--- config.mk ---
export PLATFORM = sky130hd
export DESIGN_NAME = button_time_setter
export DESIGN_NICKNAME = d
export VERILOG_FILES = /design/src/bts_pkg.sv /design/src/bts_front.sv /design/src/bts_queue.sv /design/src/bts_back.sv /design/src/button_time_setter.sv
export SDC_FILE = /design/constraint.sdc
export NUM_CORES = 1
export LEC_CHECK = 0
export ABC_AREA = 1
export BUFFER_PORTS_ARGS = -buffer_cell sky130_fd_sc_hd__buf_2
export CAP_MARGIN = 25
export CORE_ASPECT_RATIO = 0.7
export CORE_UTILIZATION = 30
export CTS_BUF_LIST = sky130_fd_sc_hd__clkbuf_16
export DETAILED_ROUTE_END_ITERATION = 12
export MAX_ROUTING_LAYER = met4
export SKIP_LAST_GASP = 1
export SLEW_MARGIN = 20
export SYNTH_ARGS = -nofsm -noshare
export SYNTH_HDL_FRONTEND = slang
export SYNTH_HIERARCHICAL = 1
export SYNTH_SLANG_ARGS = --single-unit
--- constraint.sdc ---
create_clock -name clk -period 14 [get_ports clk]
set_input_delay 1.4 -clock clk [delete_from_list [all_inputs] [get_ports clk]]
set_output_delay 1.4 -clock clk [all_outputs]
set_load 0.005 [all_outputs]
--- src/bts_pkg.sv ---
package bts_pkg;

  localparam int PHASE_COUNT = 3;
  localparam int MIN_W       = 13;
  localparam int TS_W        = 32;
  localparam int STEP_W      = 6;
  localparam int MS_W        = 16;
  localparam int QUEUE_DEPTH = 2;
  localparam int PADDR_W     = 5;
  localparam int PDATA_W     = 32;

  // Phase codes
  localparam logic [1:0] PHASE_KNEAD = 2'd0;
  localparam logic [1:0] PHASE_BAKE  = 2'd1;
  localparam logic [1:0] PHASE_RAISE = 2'd2;

  // Register indexes
  localparam logic [2:0] REG_LONG_PRESS = 3'd0;
  localparam logic [2:0] REG_REPEAT     = 3'd1;
  localparam logic [2:0] REG_FAST_HOLD  = 3'd2;
  localparam logic [2:0] REG_FAST_STEP  = 3'd3;
  localparam logic [2:0] REG_MAX_MIN    = 3'd4;

  localparam logic [MS_W-1:0]   LONG_PRESS_RST = 16'd500;
  localparam logic [MS_W-1:0]   REPEAT_RST     = 16'd200;
  localparam logic [MS_W-1:0]   FAST_HOLD_RST  = 16'd2000;
  localparam logic [STEP_W-1:0] FAST_STEP_RST  = 6'd5;
  localparam logic [MIN_W-1:0]  MAX_MIN_RST    = 13'(99 * 60 + 59);

  localparam logic [MIN_W-1:0] PHASE_MIN_RST [PHASE_COUNT] = '{13'd25, 13'd90, 13'd40};

  typedef struct packed {
    logic [MS_W-1:0]   long_press_ms;
    logic [MS_W-1:0]   repeat_interval_ms;
    logic [MS_W-1:0]   fast_hold_ms;
    logic [STEP_W-1:0] fast_step;
    logic [MIN_W-1:0]  max_minutes;
  } bts_cfg_t;

  // One scan, with the up/down levels already classified
  typedef struct packed {
    logic [TS_W-1:0] now_ms;
    logic            mode_level;
    logic            up_level;
    logic            down_level;
    logic            held;
    logic            dir_up;
  } bts_item_t;

  function automatic logic [1:0] next_phase(input logic [1:0] p);
    logic [1:0] n;
    n = PHASE_KNEAD;
    if (p == PHASE_KNEAD) n = PHASE_RAISE;
    else if (p == PHASE_RAISE) n = PHASE_BAKE;
    return n;
  endfunction

endpackage

--- src/bts_front.sv ---
module bts_front
  import bts_pkg::*;
(
  input  logic            clk,
  input  logic            rst_n,
  input  logic            in_valid,
  output logic            in_ready,
  input  logic [TS_W-1:0] in_now_ms,
  input  logic            in_mode_level,
  input  logic            in_up_level,
  input  logic            in_down_level,
  output logic            item_valid,
  output bts_item_t       item,
  input  logic            item_ready
);

  logic      valid_r, valid_nxt;
  bts_item_t item_r, item_nxt;
  logic      accept;

  assign in_ready = !valid_r || item_ready;
  assign accept   = in_valid && in_ready;

  always_comb begin
    valid_nxt = valid_r;
    item_nxt  = item_r;
    if (accept) begin
      valid_nxt           = 1'b1;
      item_nxt.now_ms     = in_now_ms;
      item_nxt.mode_level = in_mode_level;
      item_nxt.up_level   = in_up_level;
      item_nxt.down_level = in_down_level;
      // down wins over up when both are held
      item_nxt.held       = !in_down_level || !in_up_level;
      item_nxt.dir_up     = in_down_level;
    end else if (item_ready) begin
      valid_nxt = 1'b0;
    end
  end

  always_ff @(posedge clk) begin
    if (!rst_n) begin
      valid_r <= 1'b0;
    end else begin
      valid_r <= valid_nxt;
    end
  end

  always_ff @(posedge clk) begin
    item_r <= item_nxt;
  end

  assign item_valid = valid_r;
  assign item       = item_r;

endmodule

--- src/bts_queue.sv ---
module bts_queue
  import bts_pkg::*;
#(
  parameter int DEPTH = QUEUE_DEPTH
) (
  input  logic      clk,
  input  logic      rst_n,
  input  logic      push_valid,
  output logic      push_ready,
  input  bts_item_t push_item,
  output logic      pop_valid,
  input  logic      pop_ready,
  output bts_item_t pop_item
);

  localparam int PTR_W = $clog2(DEPTH);
  localparam int CNT_W = $clog2(DEPTH + 1);

  bts_item_t        mem_r [DEPTH];
  logic [PTR_W-1:0] wr_ptr_r, wr_ptr_nxt;
  logic [PTR_W-1:0] rd_ptr_r, rd_ptr_nxt;
  logic [CNT_W-1:0] count_r, count_nxt;
  logic             push, pop;

  assign push_ready = count_r != CNT_W'(DEPTH);
  assign pop_valid  = count_r != '0;
  assign pop_item   = mem_r[rd_ptr_r];
  assign push       = push_valid && push_ready;
  assign pop        = pop_valid && pop_ready;

  always_comb begin
    wr_ptr_nxt = wr_ptr_r;
    rd_ptr_nxt = rd_ptr_r;
    count_nxt  = count_r;
    if (push) begin
      wr_ptr_nxt = (wr_ptr_r == PTR_W'(DEPTH - 1)) ? '0 : wr_ptr_r + 1'b1;
    end
    if (pop) begin
      rd_ptr_nxt = (rd_ptr_r == PTR_W'(DEPTH - 1)) ? '0 : rd_ptr_r + 1'b1;
    end
    if (push && !pop) begin
      count_nxt = count_r + 1'b1;
    end else if (pop && !push) begin
      count_nxt = count_r - 1'b1;
    end
  end

  always_ff @(posedge clk) begin
    if (!rst_n) begin
      wr_ptr_r <= '0;
      rd_ptr_r <= '0;
      count_r  <= '0;
    end else begin
      wr_ptr_r <= wr_ptr_nxt;
      rd_ptr_r <= rd_ptr_nxt;
      count_r  <= count_nxt;
    end
  end

  always_ff @(posedge clk) begin
    if (push) begin
      mem_r[wr_ptr_r] <= push_item;
    end
  end

endmodule

--- src/bts_back.sv ---
module bts_back
  import bts_pkg::*;
(
  input  logic             clk,
  input  logic             rst_n,
  input  bts_cfg_t         cfg,
  input  logic             item_valid,
  output logic             item_ready,
  input  bts_item_t        item,
  output logic             out_valid,
  input  logic             out_ready,
  output logic             out_setting_mode,
  output logic [1:0]       out_selected_phase,
  output logic [MIN_W-1:0] out_selected_minutes,
  output logic             out_value_changed
);

  logic             mode_r, mode_nxt;
  logic [1:0]       phase_r, phase_nxt;
  logic [MIN_W-1:0] min_r [PHASE_COUNT];
  logic [MIN_W-1:0] min_nxt [PHASE_COUNT];
  logic [5:0]       hist_r, hist_nxt;
  logic             just_r, just_nxt;
  logic [TS_W-1:0]  mode_at_r, mode_at_nxt;
  logic             rep_act_r, rep_act_nxt;
  logic             rep_up_r, rep_up_nxt;
  logic [TS_W-1:0]  step_at_r, step_at_nxt;
  logic [TS_W-1:0]  next_rep_r, next_rep_nxt;

  logic             ovalid_r, ovalid_nxt;
  logic             omode_r, omode_nxt;
  logic [1:0]       ophase_r, ophase_nxt;
  logic [MIN_W-1:0] omin_r, omin_nxt;
  logic             ochg_r, ochg_nxt;

  logic fire;

  assign item_ready = !ovalid_r || out_ready;
  assign fire       = item_valid && item_ready;

  always_comb begin
    logic             mprev;
    logic             up_prev;
    logic             dn_prev;
    logic             btn_edge;
    logic             do_step;
    logic             phase_ok;
    logic [STEP_W-1:0] amount;
    logic [TS_W-1:0]  d_mode;
    logic [TS_W-1:0]  d_rep;
    logic [TS_W-1:0]  d_hold;
    logic [MIN_W-1:0] cur_min;
    logic [MIN_W-1:0] stepped;
    logic [MIN_W:0]   sum;

    mode_nxt     = mode_r;
    phase_nxt    = phase_r;
    min_nxt      = min_r;
    hist_nxt     = hist_r;
    just_nxt     = just_r;
    mode_at_nxt  = mode_at_r;
    rep_act_nxt  = rep_act_r;
    rep_up_nxt   = rep_up_r;
    step_at_nxt  = step_at_r;
    next_rep_nxt = next_rep_r;
    ovalid_nxt   = ovalid_r;
    omode_nxt    = omode_r;
    ophase_nxt   = ophase_r;
    omin_nxt     = omin_r;
    ochg_nxt     = ochg_r;

    mprev    = hist_r[0];
    up_prev  = hist_r[2];
    dn_prev  = hist_r[4];
    btn_edge = 1'b0;
    do_step  = 1'b0;
    phase_ok = 1'b0;
    amount   = STEP_W'(1);
    d_mode   = item.now_ms - mode_at_r;
    d_rep    = item.now_ms - next_rep_r;
    d_hold   = item.now_ms - step_at_r;
    cur_min  = '0;
    stepped  = '0;
    sum      = '0;

    if (fire) begin
      hist_nxt[1:0] = {mprev, item.mode_level};
      if (mprev != item.mode_level && !item.mode_level) begin
        if (!mode_r) begin
          mode_nxt  = 1'b1;
          phase_nxt = PHASE_KNEAD;
          just_nxt  = 1'b1;
        end else begin
          mode_at_nxt = item.now_ms;
        end
      end else if (mprev != item.mode_level) begin
        if (mode_r && !just_r) begin
          if (d_mode >= {16'd0, cfg.long_press_ms}) begin
            mode_nxt = 1'b0;
          end else begin
            phase_nxt = next_phase(phase_r);
          end
        end
        just_nxt = 1'b0;
      end

      if (mode_nxt) begin
        hist_nxt[5:2] = {dn_prev, item.down_level, up_prev, item.up_level};
        btn_edge = (up_prev != item.up_level) || (dn_prev != item.down_level);
        if (item.held) begin
          rep_up_nxt = item.dir_up;
        end
        if (btn_edge && item.held) begin
          step_at_nxt  = item.now_ms;
          rep_act_nxt  = 1'b1;
          next_rep_nxt = item.now_ms + {15'd0, cfg.repeat_interval_ms, 1'b0};
          do_step      = 1'b1;
        end else if (btn_edge) begin
          rep_act_nxt = 1'b0;
        end else if (rep_act_r) begin
          if (!d_rep[TS_W-1] && d_rep >= {16'd0, cfg.repeat_interval_ms}) begin
            next_rep_nxt = item.now_ms;
            do_step      = 1'b1;
            if (d_hold >= {16'd0, cfg.fast_hold_ms}) begin
              amount = cfg.fast_step;
            end
          end
        end
      end

      phase_ok = phase_nxt < 2'(PHASE_COUNT);
      if (phase_ok) begin
        cur_min = min_r[phase_nxt];
      end

      // Saturate to 0..max
      if (rep_up_nxt) begin
        sum     = {1'b0, cur_min} + (MIN_W + 1)'(amount);
        stepped = (sum > {1'b0, cfg.max_minutes}) ? cfg.max_minutes : sum[MIN_W-1:0];
      end else begin
        stepped = (MIN_W'(amount) > cur_min) ? '0 : cur_min - MIN_W'(amount);
        if (stepped > cfg.max_minutes) begin
          stepped = cfg.max_minutes;
        end
      end

      ochg_nxt = 1'b0;
      omin_nxt = cur_min;
      if (do_step && phase_ok) begin
        min_nxt[phase_nxt] = stepped;
        ochg_nxt           = 1'b1;
        omin_nxt           = stepped;
      end
      ovalid_nxt = 1'b1;
      omode_nxt  = mode_nxt;
      ophase_nxt = phase_nxt;
    end else if (out_ready) begin
      ovalid_nxt = 1'b0;
    end
  end

  always_ff @(posedge clk) begin
    if (!rst_n) begin
      mode_r     <= 1'b0;
      phase_r    <= PHASE_KNEAD;
      min_r      <= PHASE_MIN_RST;
      hist_r     <= '1;
      just_r     <= 1'b0;
      mode_at_r  <= '0;
      rep_act_r  <= 1'b0;
      rep_up_r   <= 1'b0;
      step_at_r  <= '0;
      next_rep_r <= '0;
      ovalid_r   <= 1'b0;
    end else begin
      mode_r     <= mode_nxt;
      phase_r    <= phase_nxt;
      min_r      <= min_nxt;
      hist_r     <= hist_nxt;
      just_r     <= just_nxt;
      mode_at_r  <= mode_at_nxt;
      rep_act_r  <= rep_act_nxt;
      rep_up_r   <= rep_up_nxt;
      step_at_r  <= step_at_nxt;
      next_rep_r <= next_rep_nxt;
      ovalid_r   <= ovalid_nxt;
    end
  end

  always_ff @(posedge clk) begin
    omode_r  <= omode_nxt;
    ophase_r <= ophase_nxt;
    omin_r   <= omin_nxt;
    ochg_r   <= ochg_nxt;
  end

  assign out_valid            = ovalid_r;
  assign out_setting_mode     = omode_r;
  assign out_selected_phase   = ophase_r;
  assign out_selected_minutes = omin_r;
  assign out_value_changed    = ochg_r;

endmodule

--- src/button_time_setter.sv ---
// Path: a scan is held in the front register, then the queue, then the output register
// of the back stage. Throughput: one scan per cycle sustained while out_ready holds;
// the back stage's update, which reads and writes all timing and phase state, sets it.
// Reset: synchronous, active low; restores idle mode, phase kneading, minutes 25/90/40,
// buttons released, registers to their defaults, and empties the front and the queue.
module button_time_setter
  import bts_pkg::*;
#(
  parameter int QDEPTH = QUEUE_DEPTH
) (
  input  logic               clk,
  input  logic               rst_n,
  // scan channel
  input  logic               in_valid,
  output logic               in_ready,
  input  logic [TS_W-1:0]    in_now_ms,
  input  logic               in_mode_level,
  input  logic               in_up_level,
  input  logic               in_down_level,
  // result channel
  output logic               out_valid,
  input  logic               out_ready,
  output logic               out_setting_mode,
  output logic [1:0]         out_selected_phase,
  output logic [MIN_W-1:0]   out_selected_minutes,
  output logic               out_value_changed,
  // register port
  input  logic               psel,
  input  logic               penable,
  input  logic               pwrite,
  input  logic [PADDR_W-1:0] paddr,
  input  logic [PDATA_W-1:0] pwdata,
  output logic [PDATA_W-1:0] prdata,
  output logic               pready
);

  bts_cfg_t   cfg_r, cfg_nxt;
  logic [2:0] reg_idx;
  logic       cfg_wr;

  logic      fr_valid, fr_ready;
  bts_item_t fr_item;
  logic      q_valid, q_ready;
  bts_item_t q_item;

  // ---------------------------------------------------------------------------
  // Register file: written in the access phase, always ready
  // ---------------------------------------------------------------------------
  assign pready  = 1'b1;
  assign reg_idx = paddr[PADDR_W-1:2];
  assign cfg_wr  = psel && penable && pwrite;

  always_comb begin
    cfg_nxt = cfg_r;
    if (cfg_wr) begin
      unique case (reg_idx)
        REG_LONG_PRESS: cfg_nxt.long_press_ms      = pwdata[MS_W-1:0];
        REG_REPEAT:     cfg_nxt.repeat_interval_ms = pwdata[MS_W-1:0];
        REG_FAST_HOLD:  cfg_nxt.fast_hold_ms       = pwdata[MS_W-1:0];
        REG_FAST_STEP:  cfg_nxt.fast_step          = pwdata[STEP_W-1:0];
        REG_MAX_MIN:    cfg_nxt.max_minutes        = pwdata[MIN_W-1:0];
        default: ; // drop writes to unmapped addresses
      endcase
    end
  end

  always_comb begin
    unique case (reg_idx)
      REG_LONG_PRESS: prdata = PDATA_W'(cfg_r.long_press_ms);
      REG_REPEAT:     prdata = PDATA_W'(cfg_r.repeat_interval_ms);
      REG_FAST_HOLD:  prdata = PDATA_W'(cfg_r.fast_hold_ms);
      REG_FAST_STEP:  prdata = PDATA_W'(cfg_r.fast_step);
      REG_MAX_MIN:    prdata = PDATA_W'(cfg_r.max_minutes);
      default:        prdata = '0;
    endcase
  end

  always_ff @(posedge clk) begin
    if (!rst_n) begin
      cfg_r.long_press_ms      <= LONG_PRESS_RST;
      cfg_r.repeat_interval_ms <= REPEAT_RST;
      cfg_r.fast_hold_ms       <= FAST_HOLD_RST;
      cfg_r.fast_step          <= FAST_STEP_RST;
      cfg_r.max_minutes        <= MAX_MIN_RST;
    end else begin
      cfg_r <= cfg_nxt;
    end
  end

  // ---------------------------------------------------------------------------
  // Front: capture each scan transaction and classify the up/down levels
  // ---------------------------------------------------------------------------
  bts_front u_front (
    .clk           (clk),
    .rst_n         (rst_n),
    .in_valid      (in_valid),
    .in_ready      (in_ready),
    .in_now_ms     (in_now_ms),
    .in_mode_level (in_mode_level),
    .in_up_level   (in_up_level),
    .in_down_level (in_down_level),
    .item_valid    (fr_valid),
    .item          (fr_item),
    .item_ready    (fr_ready)
  );

  // ---------------------------------------------------------------------------
  // Queue: decouple front from back so either side can stall alone
  // ---------------------------------------------------------------------------
  bts_queue #(
    .DEPTH (QDEPTH)
  ) u_queue (
    .clk        (clk),
    .rst_n      (rst_n),
    .push_valid (fr_valid),
    .push_ready (fr_ready),
    .push_item  (fr_item),
    .pop_valid  (q_valid),
    .pop_ready  (q_ready),
    .pop_item   (q_item)
  );

  // ---------------------------------------------------------------------------
  // Back: advance mode, phase and minutes; hold the result in the output register
  // ---------------------------------------------------------------------------
  bts_back u_back (
    .clk                  (clk),
    .rst_n                (rst_n),
    .cfg                  (cfg_r),
    .item_valid           (q_valid),
    .item_ready           (q_ready),
    .item                 (q_item),
    .out_valid            (out_valid),
    .out_ready            (out_ready),
    .out_setting_mode     (out_setting_mode),
    .out_selected_phase   (out_selected_phase),
    .out_selected_minutes (out_selected_minutes),
    .out_value_changed    (out_value_changed)
  );

  // ---------------------------------------------------------------------------
  // Assertions
  // ---------------------------------------------------------------------------
  // A step is only applied while in setting mode
  a_chg_in_setting: assert property (@(posedge clk) disable iff (!rst_n)
    out_valid && out_value_changed |-> out_setting_mode)
    else $error("value change reported outside setting mode");

  // The phase never reaches the unused code
  a_phase_range: assert property (@(posedge clk) disable iff (!rst_n)
    out_valid |-> out_selected_phase != 2'd3)
    else $error("selected phase out of range");

  // A stepped value is saturated to the upper bound
  a_step_sat: assert property (@(posedge clk) disable iff (!rst_n)
    out_valid && out_value_changed |-> out_selected_minutes <= cfg_r.max_minutes)
    else $error("stepped minutes above upper bound");

endmodule

==> out/qor.yml <==
fin_crit_sh: 0.798
core_area_um2: 84700
portBuffers: 95
rsz0062_at_grt: "no"
min_from: "u_front/item[28]"
min_to: "u_queue/mem_r[0][28]"
dpl.cell_count: 4904
cts_resized: 0
min_period_ns: 11.17
die_h_um: 247
stdcell_count: 4980
clock_latency_ns: 0.56
irDropWorstVdd_v: 0.000126
setup_viol: 0
rr_worst_depth: 51
yosysSeqAreaShare: 0.317
synth-seq-cells: 345
synthCells: 3751
first_pass_iters: 6
die_w_um: 353
tightest_slew_ns: 1.04
drt-initial-drc-count: 2077
tns_ns: 0
cts_buffer_depth: 3
critPathLaunchType: "flip-flop"
synth_area_leader_cell: "dfxtp_1"
cts_sinks: 345
endpoint_kind: "flip-flop"
drc_errors: 0
critPathRequiredTime_ns: 14.29
h-tree-depth: 2
fmax_mhz: 89.5
area_growth_pct: 10.5
post_drt_wl_per_cell_um: 16.2
syn-cell-area_um2: 25800
antenna_found_initial: 2
num_rows: 89
synth-main-ff-cell: "dfxtp_1"
cpMostUsedCell: "nand2_1"
nFillCells: 9222
start_util: 0.304
status: "completed"
grt_pass1_vias: 21500
cts_made_buffers: 40
clockRootBuffer: "clkbuf_16"
skew_ns: 0.0166
critPathMaxFanout: 32
max_slew_margin: 0.305
p_leak_nw: 13.6
grt_max_degree: 101
grt_first_pass_wirelength_um: 124000
worstHoldPathCells: 0
grt_overflow: 0
final_hold_viol_count: 0
crit_arrival_ns: 11.46
cpPeakStageDelay_ns: 0.66
cts.clk_slew.worst_paths_ns: 0.06
cts_tree: "yes"
min_path_type: "reg -> reg"
vias: 24000
syn-mean-instance-area_um2: 6.88
final_cell_mix: "1,008 x nand2_1, 622 x inv_1, 298 x nor2_1"
synth_edf_count: 127
synth.area.top_cells: "dfxtp_1 17%, edfxtp_1 15%, nand2_1 15%"
routed_via_density: 4.82
die_area_um2: 87200
post-cts-setup-buffers: 0
yosysWarnings: 6
holdBufCountCts: 0
wirelength_um: 80900
antenna_left: 0
report.final.slew_viol_count: 0
grtUsageTotal: 0.187
crit_slowest_cell: "o21ai_0"
ios: 131
post-dp-hpwl_um: 64400
synthArstFlopShare: 0
powerDensity_nw_per_um2: 242
synth.top_cell.area_share: 0.169
layout_commonest_cell: "nand2_1"
reg2reg_slack_ns: 2.83
maxCapViolCount: 0
nNetsFinal: 4092
crit_type: "reg -> reg"
ys_types: 58
reg2reg_to: "u_back/out_selected_minutes[7]"
gp_congestion: 0.969
layout-drive-gt1-share: 0.0932
synth_stat cells, drive strengths merged (8+ instances only):
| cell type | instances |
|---|---|
| nand2 | 1053 |
| inv | 642 |
| nor2 | 329 |
| a21oi | 293 |
| nand3 | 263 |
| dfxtp | 218 |
| o21ai | 198 |
| ha | 196 |
| edfxtp | 127 |
| buf | 61 |
| nand4 | 60 |
| xor2 | 60 |
| clkbuf | 46 |
| mux2 | 37 |
| nor3 | 28 |
| o21a | 17 |
| xnor2 | 17 |
| a31oi | 15 |
| o21bai | 15 |
| a211oi | 10 |
| a21o | 10 |
| nor4 | 8 |
worst max-delay path: cells and delay by family (launching register included):
kind / cells / cell delay (ns)
AO/OA/AOI/OAI: 10 / 3.14
multiplexers: 1 / 0.54
adder cells (fa/ha/maj): 4 / 1.33
flip-flops: 1 / 0.43
buffers and inverters: 6 / 0.86
XOR/XNOR: 1 / 0.20
AND/OR/NAND/NOR: 29 / 4.29
metal layers:
layer | global-route usage | vias up | wire (µm)
met2 | 0.253 | 737 | 31200
met5 | - | - | 0
met1 | 0.292 | 11000 | 42100
met3 | 0.0234 | 55 | 6750
met4 | 0.0289 | 0 | 920
li1 | - | 12200 | -
layout make-up:
| type | instances | area (µm²) | area share |
|---|---|---|---|
| Multi-Input combinational cell | 2671 | 14600 | 0.513 |
| Sequential cell | 345 | 8180 | 0.287 |
| Clock buffer | 40 | 1000 | 0.0351 |
| Timing Repair Buffer | 110 | 632 | 0.0222 |
| Inverter | 643 | 2420 | 0.0848 |
| Clock inverter | 31 | 210 | 0.00738 |
| Antenna cell | 3 | 7.51 | 0.000263 |
| Tap cell | 1137 | 1420 | 0.0499 |
state kept, by name, indices dropped and copies added, names as in the netlist, 2 cells and up, named ones only:
signal                       flops
cfg_r                           67
u_back/hist_r                    3
u_back/min_r                    39
u_back/mode_at_r                32
u_back/next_rep_r               32
u_back/out_selected_minutes     13
u_back/out_selected_phase        2
u_back/phase_r                   2
u_back/step_at_r                32
u_front/item                    36
u_queue/count_r                  2
u_queue/mem_r                   74
power breakdown:
part           leakage, nW  switching, mW  total (mW)  internal (mW)
sequential            2.96         0.0648        1.30           1.23
combinational         10.0           3.15        4.60           1.45
clock                0.637          0.437       0.994          0.557
total                 13.6           3.65        6.89           3.24
how the worst max path moves through the flow:
stage                          from                              to  slack [ns]  cells after the start
after global placement    flip-flop  u_back/out_selected_minutes[4]        3.12                     51
after floorplan           flip-flop  u_back/out_selected_minutes[9]        6.43                     60
final                     flip-flop  u_back/out_selected_minutes[7]        2.83                     51
after detailed placement  flip-flop  u_back/out_selected_minutes[7]        3.12                     51
after global routing      flip-flop  u_back/out_selected_minutes[4]        1.92                     51
after CTS                 flip-flop  u_back/out_selected_minutes[7]        3.05                     51
stage by stage:
stage | area [µm²] | util | power, mW | hold slack, ns | setup WS (ns)
after floorplan | 25900 | - | 4.59 | 0.421 | 6.43
after global routing | 28500 | 0.336 | 7.51 | 0.446 | 1.92
after global placement | 27200 | 0.321 | 5.76 | 0.423 | 3.12
final | 28500 | 0.336 | 6.89 | 0.442 | 2.83
after CTS | 28500 | 0.336 | 6.82 | 0.441 | 3.05
after detailed placement | 27200 | 0.322 | 5.80 | 0.430 | 3.12
cells by family (layout without fill, tap and decap cells):
group	count (synthesis)	count (layout)	synth area share
AO/OA/AOI/OAI	579	579	0.124
AND/OR/NAND/NOR	1759	1759	0.293
flip-flops	345	345	0.317
adder cells (fa/ha/maj)	202	202	0.0997
buffers and inverters	750	824	0.119
multiplexers	37	37	0.0205
other	2	20	0.000291
XOR/XNOR	77	77	0.0261
Power figures use the tool's default switching activity.
